<file path="config.mk">
export PLATFORM = sky130hd
export DESIGN_NAME = uuid_v4_text_parser_core
export DESIGN_NICKNAME = d
export VERILOG_FILES = /design/src/design/uvp_pkg.sv /design/src/design/uuid_v4_text_parser_core.sv /design/src/design/uvp_front.sv /design/src/design/uvp_queue.sv /design/src/design/uvp_back.sv
export SDC_FILE = /design/constraint.sdc
export NUM_CORES = 1
export LEC_CHECK = 0
export BUFFER_PORTS_ARGS = -buffer_cell sky130_fd_sc_hd__buf_2
export CAP_MARGIN = 10
export CORE_ASPECT_RATIO = 0.75
export CORE_MARGIN = 2
export CORE_UTILIZATION = 60
export CTS_CLUSTER_DIAMETER = 30
export DETAILED_ROUTE_END_ITERATION = 8
export HOLD_SLACK_MARGIN = 0.08
export PLACE_DENSITY = 0.85
export SLEW_MARGIN = 20
export SYNTH_ARGS = -nofsm -noshare
export SYNTH_HDL_FRONTEND = slang
export SYNTH_SLANG_ARGS = --single-unit
</file>
<file path="constraint.sdc">
create_clock -name clk_i -period 8 [get_ports clk_i]
set_input_delay 0.8 -clock clk_i [delete_from_list [all_inputs] [get_ports clk_i]]
set_output_delay 0.8 -clock clk_i [all_outputs]
set_load 0.005 [all_outputs]
</file>
<file path="src/design/uvp_pkg.sv">
// ----------------------------------------------------------------------------
// uvp_pkg: shared types and constants for the UUID text parser
// Holds the classified character record passed from the front end to the
// back end, the result status codes and the character codes that are checked.
// ----------------------------------------------------------------------------
`default_nettype none

package uvp_pkg;

  // Text geometry.
  localparam int unsigned TextLen   = 36;
  localparam int unsigned PosSat    = 37;
  localparam int unsigned PosW      = 6;

  // Hyphen positions of the canonical form.
  localparam logic [PosW-1:0] DashPos0 = 6'd8;
  localparam logic [PosW-1:0] DashPos1 = 6'd13;
  localparam logic [PosW-1:0] DashPos2 = 6'd18;
  localparam logic [PosW-1:0] DashPos3 = 6'd23;

  // Character codes.
  localparam logic [7:0] ChDash    = 8'h2D;
  localparam logic [7:0] ChZero    = 8'h30;
  localparam logic [7:0] ChNine    = 8'h39;
  localparam logic [7:0] ChLowA    = 8'h61;
  localparam logic [7:0] ChLowF    = 8'h66;

  // Version and variant fields.
  localparam logic [3:0] VersionFour = 4'h4;
  localparam logic [1:0] VariantRfc  = 2'b10;

  // Queue between front and back end.
  localparam int unsigned QueueDepth = 4;
  localparam int unsigned QueuePtrW  = $clog2(QueueDepth);
  localparam int unsigned QueueCntW  = $clog2(QueueDepth + 1);

  // Result status codes.
  typedef enum logic [1:0] {
    STATUS_OK      = 2'd0,
    STATUS_FORMAT  = 2'd1,
    STATUS_BAD_HEX = 2'd2,
    STATUS_NOT_V4  = 2'd3
  } status_e;

  // One classified character.
  typedef struct packed {
    logic       shift;      // hex slot: shift the nibble in
    logic [3:0] nibble;     // decoded nibble, zero when not a hex digit
    logic       hex_bad;    // hex slot held something other than a lowercase digit
    logic       dash_bad;   // hyphen slot held something other than a hyphen
    logic       last;       // final character of the text
    logic       len_ok;     // this character is the 36th
  } item_t;

endpackage

`default_nettype wire

</file>
<file path="src/design/uuid_v4_text_parser_core.sv">
// ----------------------------------------------------------------------------
// uuid_v4_text_parser_core: streaming parser for lowercase version 4 UUID text
// Takes one ASCII character per transaction on the input channel; the
// transaction with last_char_i set closes the text and yields one result
// transaction carrying the 128-bit value and a status.
//
// Input channel: in_valid_i / in_ready_o with character_i and last_char_i.
// Output channel: out_valid_o / out_ready_i with uuid_high_o, uuid_low_o and
// status_o. On any status other than ok, both value halves are zero.
// Throughput: one character per cycle while in_ready_o is high. The final
// character's entry is written into the queue, then taken by the back end
// into the output register, where the result is presented.
// When the receiver stalls, the result is held in the output register and
// the back end stops; the queue keeps taking characters until its four
// entries are full, then in_ready_o drops.
// Reset clears the position count, accumulator, error flags, queue pointers,
// output valid and status (not the result payload); no clearing pass is needed.
// ----------------------------------------------------------------------------
`default_nettype none

module uuid_v4_text_parser_core (
  input  wire logic        clk_i,
  input  wire logic        rst_ni,
  input  wire logic        in_valid_i,
  output logic             in_ready_o,
  input  wire logic [7:0]  character_i,
  input  wire logic        last_char_i,
  output logic             out_valid_o,
  input  wire logic        out_ready_i,
  output logic [63:0]      uuid_high_o,
  output logic [63:0]      uuid_low_o,
  output logic [1:0]       status_o
);

  uvp_pkg::item_t front_item;
  uvp_pkg::item_t back_item;
  logic q_full;
  logic q_valid;
  logic q_pop;
  logic in_accept;
  logic [uvp_pkg::QueueCntW-1:0] q_count;

  assign in_ready_o = !q_full;
  assign in_accept  = in_valid_i && in_ready_o;

  // Front end: classify each character.
  uvp_front u_front (
    .clk_i       (clk_i),
    .rst_ni      (rst_ni),
    .accept_i    (in_accept),
    .character_i (character_i),
    .last_char_i (last_char_i),
    .item_o      (front_item)
  );

  // Queue between front and back end.
  uvp_queue u_queue (
    .clk_i   (clk_i),
    .rst_ni  (rst_ni),
    .push_i  (in_accept),
    .item_i  (front_item),
    .full_o  (q_full),
    .pop_i   (q_pop),
    .valid_o (q_valid),
    .item_o  (back_item),
    .count_o (q_count)
  );

  // Back end: accumulate and produce the result.
  uvp_back u_back (
    .clk_i       (clk_i),
    .rst_ni      (rst_ni),
    .q_valid_i   (q_valid),
    .item_i      (back_item),
    .pop_o       (q_pop),
    .out_valid_o (out_valid_o),
    .out_ready_i (out_ready_i),
    .uuid_high_o (uuid_high_o),
    .uuid_low_o  (uuid_low_o),
    .status_o    (status_o)
  );

  // An error result never carries a value.
  assert property (@(posedge clk_i) disable iff (!rst_ni)
    out_valid_o && (status_o != uvp_pkg::STATUS_OK) |-> (uuid_high_o == '0 && uuid_low_o == '0))
    else $error("error result carries a non-zero value");

  // An ok result is version 4 with the RFC variant.
  assert property (@(posedge clk_i) disable iff (!rst_ni)
    out_valid_o && (status_o == uvp_pkg::STATUS_OK) |->
      (uuid_high_o[15:12] == uvp_pkg::VersionFour && uuid_low_o[63:62] == uvp_pkg::VariantRfc))
    else $error("ok result fails the version or variant check");

  // Queue occupancy stays within its depth.
  assert property (@(posedge clk_i) disable iff (!rst_ni)
    q_count <= uvp_pkg::QueueCntW'(uvp_pkg::QueueDepth))
    else $error("queue occupancy exceeds its depth");

  // A stalled result blocks the back end from taking entries.
  assert property (@(posedge clk_i) disable iff (!rst_ni)
    out_valid_o && !out_ready_i |-> !q_pop)
    else $error("back end popped while the result was stalled");

endmodule

`default_nettype wire

</file>
<file path="src/design/uvp_front.sv">
// ----------------------------------------------------------------------------
// uvp_front: character classifier
// Tracks the character position and turns each accepted character into a
// classified record for the back end.
// ----------------------------------------------------------------------------
`default_nettype none

module uvp_front (
  input  wire logic                clk_i,
  input  wire logic                rst_ni,
  input  wire logic                accept_i,
  input  wire logic [7:0]          character_i,
  input  wire logic                last_char_i,
  output uvp_pkg::item_t           item_o
);

  logic [uvp_pkg::PosW-1:0] pos_q, pos_d;
  logic is_dash_slot;
  logic in_text;
  logic is_digit;
  logic is_lower;

  // Position classification.
  assign in_text      = (pos_q < uvp_pkg::PosW'(uvp_pkg::TextLen));
  assign is_dash_slot = (pos_q == uvp_pkg::DashPos0) || (pos_q == uvp_pkg::DashPos1) ||
                        (pos_q == uvp_pkg::DashPos2) || (pos_q == uvp_pkg::DashPos3);

  // Character classification.
  assign is_digit = (character_i >= uvp_pkg::ChZero) && (character_i <= uvp_pkg::ChNine);
  assign is_lower = (character_i >= uvp_pkg::ChLowA) && (character_i <= uvp_pkg::ChLowF);

  always_comb begin
    item_o.shift    = in_text && !is_dash_slot;
    item_o.nibble   = is_digit ? character_i[3:0] :
                      is_lower ? (character_i[3:0] + 4'd9) : 4'd0;
    item_o.hex_bad  = in_text && !is_dash_slot && !is_digit && !is_lower;
    item_o.dash_bad = in_text && is_dash_slot && (character_i != uvp_pkg::ChDash);
    item_o.last     = last_char_i;
    item_o.len_ok   = (pos_q == uvp_pkg::PosW'(uvp_pkg::TextLen - 1));
  end

  // Saturating position count, cleared after the final character.
  always_comb begin
    pos_d = pos_q;
    if (accept_i) begin
      if (last_char_i) begin
        pos_d = '0;
      end else if (pos_q < uvp_pkg::PosW'(uvp_pkg::PosSat)) begin
        pos_d = pos_q + 1'b1;
      end
    end
  end

  always_ff @(posedge clk_i or negedge rst_ni) begin
    if (!rst_ni) begin
      pos_q <= '0;
    end else begin
      pos_q <= pos_d;
    end
  end

endmodule

`default_nettype wire

</file>
<file path="src/design/uvp_queue.sv">
// ----------------------------------------------------------------------------
// uvp_queue: short queue of classified characters
// A small register FIFO that decouples the classifier from the back end.
// ----------------------------------------------------------------------------
`default_nettype none

module uvp_queue (
  input  wire logic                         clk_i,
  input  wire logic                         rst_ni,
  input  wire logic                         push_i,
  input  wire uvp_pkg::item_t               item_i,
  output logic                              full_o,
  input  wire logic                         pop_i,
  output logic                              valid_o,
  output uvp_pkg::item_t                    item_o,
  output logic [uvp_pkg::QueueCntW-1:0]     count_o
);

  uvp_pkg::item_t mem_q [uvp_pkg::QueueDepth];
  logic [uvp_pkg::QueuePtrW-1:0] wr_ptr_q, wr_ptr_d;
  logic [uvp_pkg::QueuePtrW-1:0] rd_ptr_q, rd_ptr_d;
  logic [uvp_pkg::QueueCntW-1:0] cnt_q, cnt_d;
  logic do_push, do_pop;

  assign full_o  = (cnt_q == uvp_pkg::QueueCntW'(uvp_pkg::QueueDepth));
  assign valid_o = (cnt_q != '0);
  assign item_o  = mem_q[rd_ptr_q];
  assign count_o = cnt_q;
  assign do_push = push_i && !full_o;
  assign do_pop  = pop_i && valid_o;

  // Pointer and occupancy update.
  always_comb begin
    wr_ptr_d = do_push ? wr_ptr_q + 1'b1 : wr_ptr_q;
    rd_ptr_d = do_pop  ? rd_ptr_q + 1'b1 : rd_ptr_q;
    cnt_d    = cnt_q;
    if (do_push && !do_pop) begin
      cnt_d = cnt_q + 1'b1;
    end else if (do_pop && !do_push) begin
      cnt_d = cnt_q - 1'b1;
    end
  end

  always_ff @(posedge clk_i or negedge rst_ni) begin
    if (!rst_ni) begin
      wr_ptr_q <= '0;
      rd_ptr_q <= '0;
      cnt_q    <= '0;
    end else begin
      wr_ptr_q <= wr_ptr_d;
      rd_ptr_q <= rd_ptr_d;
      cnt_q    <= cnt_d;
    end
  end

  // Storage needs no reset.
  always_ff @(posedge clk_i) begin
    if (do_push) begin
      mem_q[wr_ptr_q] <= item_i;
    end
  end

endmodule

`default_nettype wire

</file>
<file path="src/design/uvp_back.sv">
// ----------------------------------------------------------------------------
// uvp_back: nibble accumulator and result stage
// Shifts nibbles into the 128-bit value, collects error flags and, on the
// final character, registers the value and status in the output stage.
// ----------------------------------------------------------------------------
`default_nettype none

module uvp_back (
  input  wire logic           clk_i,
  input  wire logic           rst_ni,
  input  wire logic           q_valid_i,
  input  wire uvp_pkg::item_t item_i,
  output logic                pop_o,
  output logic                out_valid_o,
  input  wire logic           out_ready_i,
  output logic [63:0]         uuid_high_o,
  output logic [63:0]         uuid_low_o,
  output logic [1:0]          status_o
);

  logic [63:0] acc_hi_q, acc_hi_d;
  logic [63:0] acc_lo_q, acc_lo_d;
  logic        dash_err_q, dash_err_d;
  logic        hex_err_q, hex_err_d;
  logic        out_valid_q, out_valid_d;
  logic [63:0] out_hi_q, out_hi_d;
  logic [63:0] out_lo_q, out_lo_d;
  uvp_pkg::status_e status_q, status_d;

  logic [63:0] new_hi, new_lo;
  logic        new_dash, new_hex;
  uvp_pkg::status_e res_status;

  // Take an entry whenever the output stage is free or being emptied.
  assign pop_o = q_valid_i && (!out_valid_q || out_ready_i);

  // Value and flags including the current character.
  always_comb begin
    new_hi   = acc_hi_q;
    new_lo   = acc_lo_q;
    if (item_i.shift) begin
      new_hi = {acc_hi_q[59:0], acc_lo_q[63:60]};
      new_lo = {acc_lo_q[59:0], item_i.nibble};
    end
    new_dash = dash_err_q || item_i.dash_bad;
    new_hex  = hex_err_q || item_i.hex_bad;
  end

  // Status in order of priority.
  always_comb begin
    if (!item_i.len_ok || new_dash) begin
      res_status = uvp_pkg::STATUS_FORMAT;
    end else if (new_hex) begin
      res_status = uvp_pkg::STATUS_BAD_HEX;
    end else if ((new_hi == '0 && new_lo == '0) ||
                 (new_hi[15:12] != uvp_pkg::VersionFour) ||
                 (new_lo[63:62] != uvp_pkg::VariantRfc)) begin
      res_status = uvp_pkg::STATUS_NOT_V4;
    end else begin
      res_status = uvp_pkg::STATUS_OK;
    end
  end

  // Accumulator and output stage.
  always_comb begin
    acc_hi_d    = acc_hi_q;
    acc_lo_d    = acc_lo_q;
    dash_err_d  = dash_err_q;
    hex_err_d   = hex_err_q;
    out_valid_d = out_valid_q && !out_ready_i;
    out_hi_d    = out_hi_q;
    out_lo_d    = out_lo_q;
    status_d    = status_q;
    if (pop_o) begin
      if (item_i.last) begin
        acc_hi_d    = '0;
        acc_lo_d    = '0;
        dash_err_d  = 1'b0;
        hex_err_d   = 1'b0;
        out_valid_d = 1'b1;
        status_d    = res_status;
        out_hi_d    = (res_status == uvp_pkg::STATUS_OK) ? new_hi : '0;
        out_lo_d    = (res_status == uvp_pkg::STATUS_OK) ? new_lo : '0;
      end else begin
        acc_hi_d   = new_hi;
        acc_lo_d   = new_lo;
        dash_err_d = new_dash;
        hex_err_d  = new_hex;
      end
    end
  end

  always_ff @(posedge clk_i or negedge rst_ni) begin
    if (!rst_ni) begin
      acc_hi_q    <= '0;
      acc_lo_q    <= '0;
      dash_err_q  <= 1'b0;
      hex_err_q   <= 1'b0;
      out_valid_q <= 1'b0;
      status_q    <= uvp_pkg::STATUS_OK;
    end else begin
      acc_hi_q    <= acc_hi_d;
      acc_lo_q    <= acc_lo_d;
      dash_err_q  <= dash_err_d;
      hex_err_q   <= hex_err_d;
      out_valid_q <= out_valid_d;
      status_q    <= status_d;
    end
  end

  // Result payload needs no reset.
  always_ff @(posedge clk_i) begin
    out_hi_q <= out_hi_d;
    out_lo_q <= out_lo_d;
  end

  assign out_valid_o = out_valid_q;
  assign uuid_high_o = out_hi_q;
  assign uuid_low_o  = out_lo_q;
  assign status_o    = status_q;

endmodule

`default_nettype wire

</file>
==> results of run 1 <==
layer usage:
layer / wire length, µm / share of wire / vias to the layer above / GRT usage
li1: - / - / 3991 / -
met1: 12300 / 0.43 / 4484 / 0.369
met2: 13800 / 0.48 / 417 / 0.388
met3: 2060 / 0.071 / 66 / 0.0475
met4: 716 / 0.025 / 0 / 0.0840
met5: 0 / 0 / - / 0
kinds of logic (layout without fill, tap and decap cells):
group           Yosys count  in the layout  synth area share
compound gates          278            278             0.165
xor+xnor                  6              6           0.00406
other cells               1              5          0.000289
fa+ha+maj                14             14            0.0141
buf+inv                  92            255            0.0315
flops                   310            310             0.662
mux                      21             21            0.0243
simple gates            304            304            0.0982
flip-flops by register name (all words and copies together), names as in the netlist:
register,cells
u_back.acc_lo_q,64
u_back.acc_hi_q,64
u_back.out_valid_o,1
u_back.status_o,2
u_back.dash_err_q,1
u_queue.rd_ptr_q,2
u_queue.count_o,3
u_back.uuid_low_o,64
u_front.pos_q,6
u_queue.wr_ptr_q,2
u_back.uuid_high_o,64
u_back.hex_err_q,1
u_queue.mem_q,36
final cells by class:
type	instances	area [µm²]	share of cell area
antenna	1	2.50	0.000162
clock buffer	56	1270	0.0822
clock inverter	30	363	0.0235
inverter	16	62.6	0.00405
multi-input combinational	627	4010	0.260
sequential	310	8580	0.555
tap	288	360	0.0233
timing repair buffer	153	795	0.0514
power by group through the flow:
stage                     Clock (mW)  Sequential [mW]  Combinational (mW)
final                           2.08             2.38                1.19
after detailed placement           0             2.40                1.18
after global routing            2.16             2.42                1.29
after CTS                       2.10             2.38                1.20
after global placement             0             2.38                1.14
after floorplan                    0             2.41               0.667
synth_stat cells, types with 2 or more instances:
cell / count / share of area
sky130_fd_sc_hd__nand3_1: 2 / 0.00077
sky130_fd_sc_hd__mux2i_1: 9 / 0.0070
sky130_fd_sc_hd__a21oi_2: 60 / 0.041
sky130_fd_sc_hd__edfxtp_1: 164 / 0.38
sky130_fd_sc_hd__a221o_1: 2 / 0.0015
sky130_fd_sc_hd__a22o_1: 125 / 0.085
sky130_fd_sc_hd__or4_1: 2 / 0.0012
sky130_fd_sc_hd__nor3b_1: 2 / 0.0012
sky130_fd_sc_hd__mux2_2: 4 / 0.0035
sky130_fd_sc_hd__ha_1: 13 / 0.013
sky130_fd_sc_hd__buf_2: 8 / 0.0031
sky130_fd_sc_hd__nand2b_1: 4 / 0.0019
sky130_fd_sc_hd__nor4_1: 4 / 0.0019
sky130_fd_sc_hd__xnor2_1: 4 / 0.0027
sky130_fd_sc_hd__buf_1: 2 / 0.00058
sky130_fd_sc_hd__and3b_1: 3 / 0.0020
sky130_fd_sc_hd__clkbuf_1: 59 / 0.017
sky130_fd_sc_hd__o21ai_0: 10 / 0.0039
sky130_fd_sc_hd__and3_1: 4 / 0.0019
sky130_fd_sc_hd__a21o_1: 2 / 0.0012
sky130_fd_sc_hd__a22oi_1: 2 / 0.0012
sky130_fd_sc_hd__buf_6: 7 / 0.0061
sky130_fd_sc_hd__nor2_1: 13 / 0.0038
sky130_fd_sc_hd__xor2_1: 2 / 0.0014
sky130_fd_sc_hd__o31ai_1: 2 / 0.0012
sky130_fd_sc_hd__dfrtp_1: 146 / 0.28
sky130_fd_sc_hd__o21bai_1: 2 / 0.0012
sky130_fd_sc_hd__inv_1: 15 / 0.0043
sky130_fd_sc_hd__nor4b_1: 3 / 0.0020
sky130_fd_sc_hd__a21oi_1: 65 / 0.025
sky130_fd_sc_hd__nand2_1: 249 / 0.072
sky130_fd_sc_hd__nor2b_1: 5 / 0.0024
sky130_fd_sc_hd__nor3_1: 5 / 0.0019
sky130_fd_sc_hd__mux4_2: 8 / 0.014
sky130_fd_sc_hd__o22a_1: 2 / 0.0014
worst min-delay path by stage:
stage | start | to | slack (ns) | cells past startpoint
3_3_place_gp | u_back.hex_err_q | u_back.hex_err_q | 0.47 | 2
4_1_cts | rst_ni | u_back.acc_lo_q[1] | 0.30 | 1
2_1_floorplan | u_queue.count_o[2] | u_queue.count_o[2] | 0.45 | 1
6_report | rst_ni | u_back.acc_hi_q[22] | 0.28 | 1
3_5_place_dp | u_back.status_o[1] | u_back.status_o[1] | 0.48 | 2
5_1_grt | rst_ni | u_back.acc_hi_q[26] | 0.33 | 1
metrics by stage:
stage / setup slack (ns) / hold slack [ns] / instances / instance area (µm²) / power, mW
after floorplan: 3.95 / 0.448 / 1029 / 13000 / 3.08
after global placement: 3.64 / 0.470 / 1394 / 13800 / 3.52
after detailed placement: 3.50 / 0.476 / 1394 / 13800 / 3.58
after CTS: 3.49 / 0.303 / 1480 / 15400 / 5.67
after global routing: 3.17 / 0.330 / 1480 / 15400 / 5.87
final: 3.42 / 0.278 / 1481 / 15400 / 5.65
==> impl_summary.md, run 1 <==
Outcome
The run finished with clean final reports.

STA
For the pin with the worst max-slew slack, the measured transition is 1.08 ns. The worst pin sits at a relative slew slack of 0.279. For the final database, setup skew stands at 0.0226 ns. The final total negative setup slack is 0 ns. The maximum clock rate is 218 MHz. The final number of setup-violating endpoints is 0. For the finished layout, the period the worst path requires is 4.58 ns. The final max-slew violation count is 0.

The number of hold violations in the final report is 0. Setup repair after global routing left no endpoint under its margin. The period utilization is 0.573.

Worst setup path
In this run the critical register-to-register path is captured at u_back.acc_lo_q[15]. STA classifies the critical path startpoint as a flop. In this run the number of cells on the critical path is 5. The depth of the worst register-to-register path is 5. The largest fanout on the critical path is 84. STA puts the critical path data arrival time at 5.05 ns. STA classifies the critical path endpoint as a flop. The critical path ends at u_back.acc_lo_q[15].

The cell repeated most along the worst path is sky130_fd_sc_hd__buf_4. The launching point of the worst reg2reg path is u_queue.rd_ptr_q[0]. The critical path starts at u_queue.rd_ptr_q[0]. The start-to-end type of the worst setup path is flop to flop.

The critical path's slowest cell is sky130_fd_sc_hd__mux4_4. In this design, the stage delay of the slowest critical-path cell is 1.05 ns. The worst register-to-register path has a setup slack of 3.42 ns. The family with the most delay on the worst path is buffers and inverters.

The required time at the worst-slack endpoint is 8.47 ns. The number of buffers and inverters on the critical path is 2. Traced cell by cell, the critical path runs through mux4_4, buf_4, o21ai_4, buf_4, a22o_1.

Floorplanning
The starting density of the core is 0.612. The cell row count is 46. The core box area is 21200 µm². The area of the die is 22800 µm². For this design the top-level I/O count stands at 145. The floorplan step set the die height to 131 µm. Measured along the x axis, the die boundary spans 174 µm.

Pwr
Of the total power, the clock network draws 0.368. For this design the total switching power over the nets is 1.76 mW. The part of the power in registers is 0.420. In this run the power density over the cells is 366 nW/µm². Internal power comes to 3.89 mW.

VDD sags by at most 0.000334 V. Of the total power, the share spent switching nets is 0.311. The relative contribution of combinational cells to total power is 0.211. The static power due to leakage is 6.11 nW.

Synthesis
In the synthesized netlist, the number of instances is 1026. The mapped netlist covers 13000 µm². The synthesized design contains 164 enable-type register cells.

After synthesis the netlist holds a flip-flop and latch count of 310. A synthesized cell averages 12.6 µm². The Yosys step of the flow raised 0 warnings. The fraction of the yosys area taken by sequential cells is 0.662. For this run, the leading register cell type out of synthesis is sky130_fd_sc_hd__edfxtp_1. The number of different library cells used by synthesis comes to 52. The async set-or-reset flop fraction in the synthesized netlist is 0.471.

Drt
The number of vias in the routed layout is 8958. The first detailed-routing pass took 6 iterations. The total routed wirelength is 28900 µm. In this run, the number of DRC markers left after iteration 0 of detailed routing was 1075.

For this run, design rule violations remaining after detail routing come to 0. The detail-routed net length per standard cell is 19.5 µm. In the routed layout, each cell is associated on average with a via count of 6.05.

The count of nets left with antenna violations after detail routing is 0.

Global routing
The initial antenna violation count is 1. The global router's overall resource usage is 0.252. Global routing finished with a remaining overflow of 0. The first global-routing pass estimated 46200 µm of wire.

Entering global routing, the biggest net connects 85 pins. The via count of the first global-routing pass is 8486.

CTS
The clock slew at the register clock pins of the worst setup and hold paths is 0.05 ns. The number of buffers inserted to repair setup after CTS is 0. Buffers inserted during clock tree synthesis total 46.

The cell sitting at the root of the clock tree is a sky130_fd_sc_hd__clkbuf_16. The later pin in the worst-skew pair is clocked with a latency of 0.55 ns. Counting along the longest clock path gives a buffer depth of 3. The hold buffer count at CTS is 0. The H-tree was split into 2 levels. The clock sink total is 310.

The clock tree from TritonCTS is built. The post-cts resize count is 0.

Layout
In the layout the commonest cells are sky130_fd_sc_hd__nand2_1, sky130_fd_sc_hd__edfxtp_1, sky130_fd_sc_hd__dfrtp_1, sky130_fd_sc_hd__buf_2, sky130_fd_sc_hd__a22o_1. Counting the fill cells in the layout gives 1351. The area growth from synthesis to layout is 19.2%. The most common cell after layout, fill and taps aside is sky130_fd_sc_hd__nand2_1.

The number of nets in the final layout is 1181. Of the cells placed in the final design, the portion with a size suffix greater than 1 is 0.262. For this run, the share of the core covered by cells in the final layout is 0.729.

Placement
At the end of routability-driven placement, the weighted congestion stood at 0.806. The estimated wirelength of the detail-placed design is 16300 µm. Port buffering added 144 buffers.

Hold path
The path class of the tightest hold or removal check is input port to asynchronous set/reset pin.

Job
Across the run, the number of max-cap violations was 0.
(Power assumes the default switching activity.)
==> run 2: changes to the inputs <==
--- a/config.mk
+++ b/config.mk
@@ -9,11 +9,11 @@
 export CAP_MARGIN = 10
 export CORE_ASPECT_RATIO = 0.75
 export CORE_MARGIN = 2
-export CORE_UTILIZATION = 60
+export CORE_UTILIZATION = 53
 export CTS_CLUSTER_DIAMETER = 30
 export DETAILED_ROUTE_END_ITERATION = 8
 export HOLD_SLACK_MARGIN = 0.08
-export PLACE_DENSITY = 0.85
+export PLACE_DENSITY = 0.8
 export SLEW_MARGIN = 20
 export SYNTH_ARGS = -nofsm -noshare
 export SYNTH_HDL_FRONTEND = slang
==> constraint.sdc (replaced) <==
create_clock -name clk_i -period 4 [get_ports clk_i]
set_input_delay 0.4 -clock clk_i [delete_from_list [all_inputs] [get_ports clk_i]]
set_output_delay 0.4 -clock clk_i [all_outputs]
set_load 0.005 [all_outputs]
==> impl_summary.md, run 2 (synthesized netlist as in run 1, its figures left out) <==
Outcome
The flow ran to the end, and the final reports show no timing, DRC or antenna violations.

Floorplanning
The starting density of the core came to 0.540 (-0.0712). The core box area is 24000 µm² (+13%). The die extent in y is 139 µm (+6.2%). The cell row count came to 49 (+6.5%). The count of boundary I/O pins came to 145 (unchanged). The area of the die was 25700 µm² (+13%). The die width is 185 µm (+6.3%).

Drt
The count of nets left with antenna violations after detail routing is 0 (unchanged). The residual DRC count is 0 (unchanged). The number of vias in the routed layout was 8823 (-1.5%). The count of routing violations after the opening detailed-route iteration is 909 (-15%). The mean number of vias per cell came to 5.78 (-4.5%). The number of detailed-route iterations in the first pass came to 5 (-1). The detail-routed net length per standard cell is 18.4 µm (-5.7%). The total routed wirelength came to 28100 µm (-2.8%).

Global routing
The met3 track demand over resource is 0.0429 (-0.00453). The wire length of the first global-routing pass is 44600 µm (-3.4%). The layer flagged by global routing as most heavily used is met2. The routing usage on met1 came to 0.318 (-0.0503). The via count of the first global-routing pass is 8327 (-1.9%). The final global-route overflow total is 0 (unchanged).

The initial antenna violation count is 0 (-1). The global router's overall resource usage is 0.218 (-0.0349). The global-route met2 utilization is 0.333 (-0.0554). The largest net degree at the start of global routing is 125 (+47%).

CTS
The number of buffers inserted to repair setup after CTS is 0 (unchanged). The number of H-tree branching levels is 2 (unchanged). The clock sink total came to 310 (unchanged). The post-cts resize count is 0 (unchanged). The clock slew at the register clock pins of the worst setup and hold paths is 0.06 ns (about the same).

TritonCTS built the clock tree. The maximum clock path buffer count is 3 (unchanged). The library cell used as clock root buffer is sky130_fd_sc_hd__clkbuf_16. The number of buffers created by CTS is 46 (unchanged). The clock insertion delay at the later pin of the skew report was 0.54 ns (about the same).

STA
The slew at the pin closest to its max-slew limit was 0.981 ns (-0.0965 ns). Setup repair after global routing left no endpoint under its margin. The final max-slew violation count was 0 (unchanged).

The maximum clock rate is 305 MHz (+40%). The period utilization is 0.821 (+0.248). The number of hold violations in the final report came to 0 (unchanged). The minimum setup slack in the final design came to 0.717 ns (-2.70 ns). The final number of setup-violating endpoints is 0 (unchanged). The remaining max-slew budget at the tightest pin was 0.346 (+0.0670). The worst-case clock skew came to 0.0244 ns (+0.00182 ns). The final period demand of the worst path is 3.28 ns (-1.30 ns). The final total negative setup slack came to 0 ns (unchanged). The worst hold slack is 0.172 ns (-0.106 ns).

Worst setup path
The critical path startpoint category is a flop. The required time at the worst-slack endpoint came to 4.26 ns (-4.21 ns). The start-to-end type of the worst setup path is flop to flop. The worst path arrival time is 3.54 ns (-1.51 ns). STA classifies the critical path endpoint as a flop. The largest fanout on the critical path is 67 (-20%).

Placement
The count of input and output buffers is 144 (unchanged). The placement-stage worst setup slack is 0.726 ns (-2.78 ns). The estimated wirelength of the detail-placed design is 16100 µm (-1.4%). The routability congestion estimate is 0.779 (-3.4%).

Layout
The layout cell share with drive strength beyond 1 was 0.265 (+0.00331). The most common cell after layout, fill and taps aside is sky130_fd_sc_hd__nand2_1. From synthesis to final layout, the design area changed by 20.3%. The antenna cell count is 0 (-1). The filler cell count in the final layout was 1729 (+28%). The number of nets in the final layout came to 1186 (+0.42%).

In the layout the commonest cells are sky130_fd_sc_hd__nand2_1, sky130_fd_sc_hd__edfxtp_1, sky130_fd_sc_hd__dfrtp_1, sky130_fd_sc_hd__buf_2, sky130_fd_sc_hd__a22o_1.

Hold path
The worst min-delay path category is input port to flop.

Pwr
The ratio of total power to cell area was 727 nW/µm² (+99%). The static power due to leakage came to 6.13 nW (+0.26%). The worst voltage drop across the vdd grid came to 0.000493 V (+47%).

Job
The max capacitance violation total came to 0 (unchanged).
[run 2: changes by cell type in the layout (fill, tap and decap cells not counted), sizes merged]
cell,delta
buf,+4
clkbuf,-7
clkinv,-2
clkinvlp,+5
diode,-1
dlygate4sd3,+1
inv,+3
[run 2: layer usage]
metal / share of wire / vias to the layer above
met4: 0.021 / 0
met5: 0 / -
met3: 0.068 / 54
met2: 0.48 / 347
met1: 0.43 / 4425
li1: - / 3997
[run 2: per-stage QoR]
stage / util / power (mW) / area, µm² / std cells
global placement: 0.582 / 7.21 / 14000 / 1441
finish: 0.650 / 11.3 / 15600 / 1527
detailed placement: 0.582 / 7.26 / 14000 / 1441
CTS: 0.650 / 11.4 / 15600 / 1527
floorplan: - / 6.13 / 13000 / 1029
global route: 0.650 / 11.8 / 15600 / 1527
[run 2: power breakdown]
| group | internal (mW) | leakage [nW] | switching, mW |
|---|---|---|---|
| Combinational | 0.806 | 1.75 | 1.65 |
| Sequential | 4.35 | 3.60 | 0.378 |
| Clock | 2.62 | 0.772 | 1.52 |
[run 2: worst paths after layout]
kind / slack (ns) / cells past startpoint / endpoint / startpoint
max in group asynchronous: 2.45 / 3 / u_back.acc_hi_q[24] / rst_ni
setup reg to reg: 0.72 / 6 / u_back.uuid_low_o[3] / u_queue.rd_ptr_q[1]
hold / removal: 0.17 / 2 / u_front.pos_q[5] / last_char_i
hold reg to reg: 0.49 / 1 / u_queue.count_o[2] / u_queue.count_o[2]
min in group asynchronous: 0.56 / 2 / u_back.acc_hi_q[21] / rst_ni
setup / recovery: 0.72 / 6 / u_back.uuid_low_o[3] / u_queue.rd_ptr_q[1]
[run 2: cell type report]
class,instances,area [µm²],area share
clock buffer,49,1200,0.0773
clock inverter,36,412,0.0264
inverter,16,63.8,0.00410
multi-input combinational,627,4010,0.258
sequential,310,8580,0.551
tap,331,414,0.0266
timing repair buffer,158,897,0.0576
[run 2: what timing repair did]
action	in CTS	in global routing
hold buffers	1	0
setup endpoints to repair	0	0
hold endpoints to repair	99	0
[run 2: worst max-delay path: stages (launching register included)]
cell and delay, ns:
sky130_fd_sc_hd__dfrtp_1 0.70, sky130_fd_sc_hd__mux4_4 0.55, sky130_fd_sc_hd__buf_4 0.30, sky130_fd_sc_hd__nand4b_1 0.23
sky130_fd_sc_hd__a221o_4 0.77, sky130_fd_sc_hd__buf_12 0.32, sky130_fd_sc_hd__nor2_1 0.08
==> run 3: changes to the inputs <==
--- a/config.mk
+++ b/config.mk
@@ -5,6 +5,7 @@
 export SDC_FILE = /design/constraint.sdc
 export NUM_CORES = 1
 export LEC_CHECK = 0
+export ABC_AREA = 1
 export BUFFER_PORTS_ARGS = -buffer_cell sky130_fd_sc_hd__buf_2
 export CAP_MARGIN = 10
 export CORE_ASPECT_RATIO = 0.75
==> constraint.sdc (replaced) <==
create_clock -name clk_i -period 2.9 [get_ports clk_i]
set_input_delay 0.29 -clock clk_i [delete_from_list [all_inputs] [get_ports clk_i]]
set_output_delay 0.29 -clock clk_i [all_outputs]
set_load 0.005 [all_outputs]
==> impl_summary.md, run 3 <==
Worst setup path
The critical path startpoint category is a flop. The start-to-end type of the worst setup path is flop to flop. The required time at the worst-slack endpoint came to 3.30 ns (-0.96 ns).

The largest fanout on the critical path is 38 (-43%). The worst path arrival time is 2.98 ns (-0.56 ns). The sort of element at the end of the critical path is a flop.

Global routing
The global router's overall resource usage was 0.223 (+0.00581). The initial antenna violation count came to 0 (unchanged). The largest net degree at the start of global routing is 103 (-18%). The final global-route overflow total is 0 (unchanged).

The via count of the first global-routing pass is 9127 (+9.6%). The wire length of the first global-routing pass is 46000 µm (+3.2%).

STA
The period utilization is 0.890 (+0.0693). The final max-slew violation count is 0 (unchanged). The final period demand of the worst path came to 2.58 ns (-0.702 ns). Setup repair after global routing left no endpoint under its margin. The final number of setup-violating endpoints came to 0 (unchanged). The slew at the pin closest to its max-slew limit is 0.918 ns (-0.0635 ns). The remaining max-slew budget at the tightest pin was 0.386 (+0.0400).

The worst-case clock skew was 0.0259 ns (+0.00146 ns). The maximum clock rate was 387 MHz (+27%). The final total negative setup slack is 0 ns (unchanged).

The number of hold violations in the final report was 0 (unchanged).

Drt
The mean number of vias per cell came to 5.34 (-7.7%). The residual DRC count was 0 (unchanged). The total routed wire length on the met1 layer is 12700 µm (+4.5%). The count of routing violations after the opening detailed-route iteration is 977 (+7.5%). The count of nets left with antenna violations after detail routing is 0 (unchanged). The detailed route wirelength on metal2 is 13500 µm (+0.53%). The number of vias in the routed layout is 9395 (+6.5%).

The highest metal layer used by the detailed router is met4. The total routed wirelength was 28600 µm (+1.6%). The number of detailed-route iterations in the first pass was 6 (+1). The detail-routed net length per standard cell is 16.2 µm (-12%). The amount of wire on met3 after detailed routing came to 1850 µm (-3.8%).

Synthesis
Yosys instantiated no cell more often than sky130_fd_sc_hd__nand2_1. The count of flip-flops with a built-in enable after synthesis is 164 (unchanged). In the synthesized netlist, the cells that appear most often are sky130_fd_sc_hd__nand2_1, sky130_fd_sc_hd__edfxtp_1, sky130_fd_sc_hd__inv_1. The flip-flop and latch count after synthesis is 310 (unchanged).

Ranked by total cell area, the synthesized netlist is headed by sky130_fd_sc_hd__edfxtp_1, sky130_fd_sc_hd__dfrtp_1, sky130_fd_sc_hd__o22ai_1. The post-synth design cell area is 13000 µm² (+0.61%). The synthesized area divided by synthesized cell count came to 10.6 µm² (-16%). The count of unique library cells instantiated by Yosys was 36 (-31%). The async set-or-reset flop fraction in the synthesized netlist is 0.471 (unchanged). The fraction of the yosys area taken by sequential cells is 0.658 (-0.00401). The biggest area contributor in the post-synthesis netlist is sky130_fd_sc_hd__edfxtp_1.

The proportion of netlist area held by the largest area contributor is 0.378 (-0.00230). The most used flip-flop cell after synthesis is sky130_fd_sc_hd__edfxtp_1. The count of yosys warnings during synthesis is 0 (unchanged).

The cell count after synthesis is 1232 (+20%).

CTS
The maximum clock path buffer count came to 3 (unchanged). The post-cts resize count is 0 (unchanged). The number of buffers created by CTS is 51 (+11%). The clock insertion delay at the later pin of the skew report is 0.56 ns (+0.02 ns). The library cell used as clock root buffer is sky130_fd_sc_hd__clkbuf_16. The clock slew at the register clock pins of the worst setup and hold paths was 0.05 ns (about the same).

The number of H-tree branching levels is 2 (unchanged). The clock sink total is 310 (unchanged). The clock tree from TritonCTS is built.

Job
The max capacitance violation total came to 0 (unchanged).

Floorplanning
The area of the die is 25900 µm² (+0.59%). The cell row count is 49 (unchanged). The starting density of the core is 0.542 (+0.00190). The die width is 185 µm (+0.30%).

The core box area is 24000 µm² (+0.26%). The die extent in y is 140 µm (+0.29%). The count of boundary I/O pins is 145 (unchanged).

Pwr
The ratio of total power to cell area was 1310 nW/µm² (+81%). The overall power after layout is 21.1 mW (+86%). The static power due to leakage came to 6.82 nW (+11%).

The worst voltage drop across the vdd grid is 0.000793 V (+61%).

Hold path
The worst hold path belongs to the class input port to flop.

Layout
The library cell used most frequently in the layout, excluding fill and tap cells, is sky130_fd_sc_hd__nand2_1. In the layout the commonest cells are sky130_fd_sc_hd__nand2_1, sky130_fd_sc_hd__edfxtp_1, sky130_fd_sc_hd__inv_1, sky130_fd_sc_hd__o21ai_0, sky130_fd_sc_hd__dfrtp_1. The synthesis-to-finish area growth is 22.9%.

The number of nets in the final layout is 1414 (+19%). The layout cell share with drive strength beyond 1 is 0.222 (-0.0434). The share of the core filled with cells in the final layout came to 0.667 (+0.0166).

The post-layout instance count excluding filler cells is 1761 (+15%). The antenna cell count is 0 (unchanged).

Placement
The number of instances in the placed design is 1662 (+15%). The estimated wirelength of the detail-placed design is 17200 µm (+6.6%). The count of input and output buffers is 144 (unchanged). The routability congestion estimate was 0.827 (+6.2%).

Outcome
The flow ran to the end, and the final reports show no timing, DRC or antenna violations.
## run 3: cell count changes in the layout (fill, tap and decap cells not counted), moves of 60 or more
cell | before | now
sky130_fd_sc_hd__a21oi_2 | 60 | 0
sky130_fd_sc_hd__a22o_1 | 125 | 1
sky130_fd_sc_hd__inv_1 | 14 | 154
sky130_fd_sc_hd__nand2_1 | 249 | 177
sky130_fd_sc_hd__nor2_1 | 13 | 115
sky130_fd_sc_hd__o21ai_0 | 10 | 152
sky130_fd_sc_hd__o22ai_1 | 0 | 124
## run 3: critical path, stage by stage, from the launching register on
cell	delay, ns
sky130_fd_sc_hd__dfrtp_1	0.39
sky130_fd_sc_hd__inv_2	0.25
sky130_fd_sc_hd__nand2_1	0.11
sky130_fd_sc_hd__nand3_2	0.20
sky130_fd_sc_hd__nand2_8	0.10
sky130_fd_sc_hd__nand2_1	0.07
sky130_fd_sc_hd__nand2_1	0.07
sky130_fd_sc_hd__inv_1	0.08
sky130_fd_sc_hd__nand2_1	0.09
sky130_fd_sc_hd__nor2_4	0.13
sky130_fd_sc_hd__nand4_4	0.42
sky130_fd_sc_hd__buf_12	0.37
sky130_fd_sc_hd__nor2_1	0.13
## run 3: metrics by stage
step                      worst slack (ns)  hold slack, ns  instance area, µm²
after floorplan                     -0.281        -0.00559               13100
after global placement               0.481           0.403               14200
after detailed placement             0.322           0.404               14200
after CTS                            0.291           0.207               16000
after global routing                 0.118           0.241               16000
final                                0.319           0.213               16000
## run 3: repair_timing
action / CTS / global route
hold buffers: 3 / 0
setup buffers: 0 / 0
endpoints found under the hold margin: 89 / 0
## run 3: kinds of logic after synthesis
group	share of synthesized area
adder cells (fa/ha/maj)	0.0140
AO/OA/AOI/OAI	0.130
buffers and inverters	0.0719
other	0.000288
flip-flops	0.658
AND/OR/NAND/NOR	0.123
XOR/XNOR	0.00336
## run 3: layout make-up
class,instances,area [µm²]
fill,1747,8010
clock buffer,61,1400
multi-input combinational,694,3580
clock inverter,35,433
tap,331,414
inverter,161,608
sequential,310,8580
timing repair buffer,169,1010
## run 3: metal layers
layer,vias to the layer above,global-route usage
met1,4464,0.317
li1,4532,-
met3,51,0.0421
met2,348,0.354
met4,0,0.0647
met5,-,0
## run 3: worst paths after layout
kind / slack, ns / cells past startpoint / endpoint / start
setup / recovery: 0.32 / 12 / u_back.uuid_high_o[23] / u_queue.rd_ptr_q[0]
hold / removal: 0.21 / 3 / u_queue.wr_ptr_q[0] / in_valid_i
setup reg to reg: 0.32 / 12 / u_back.uuid_high_o[23] / u_queue.rd_ptr_q[0]
hold reg to reg: 0.48 / 2 / u_back.status_o[1] / u_back.status_o[1]
max in group asynchronous: 1.71 / 3 / u_back.acc_lo_q[24] / rst_ni
min in group asynchronous: 0.35 / 2 / u_back.out_valid_o / rst_ni
## run 3: power by group
part	internal [mW]	total, mW	switching [mW]	leakage, nW
Clock	4.06	6.32	2.26	0.894
Sequential	6.63	7.30	0.677	3.53
Combinational	2.35	7.43	5.09	2.40
Total	13.0	21.1	8.02	6.82
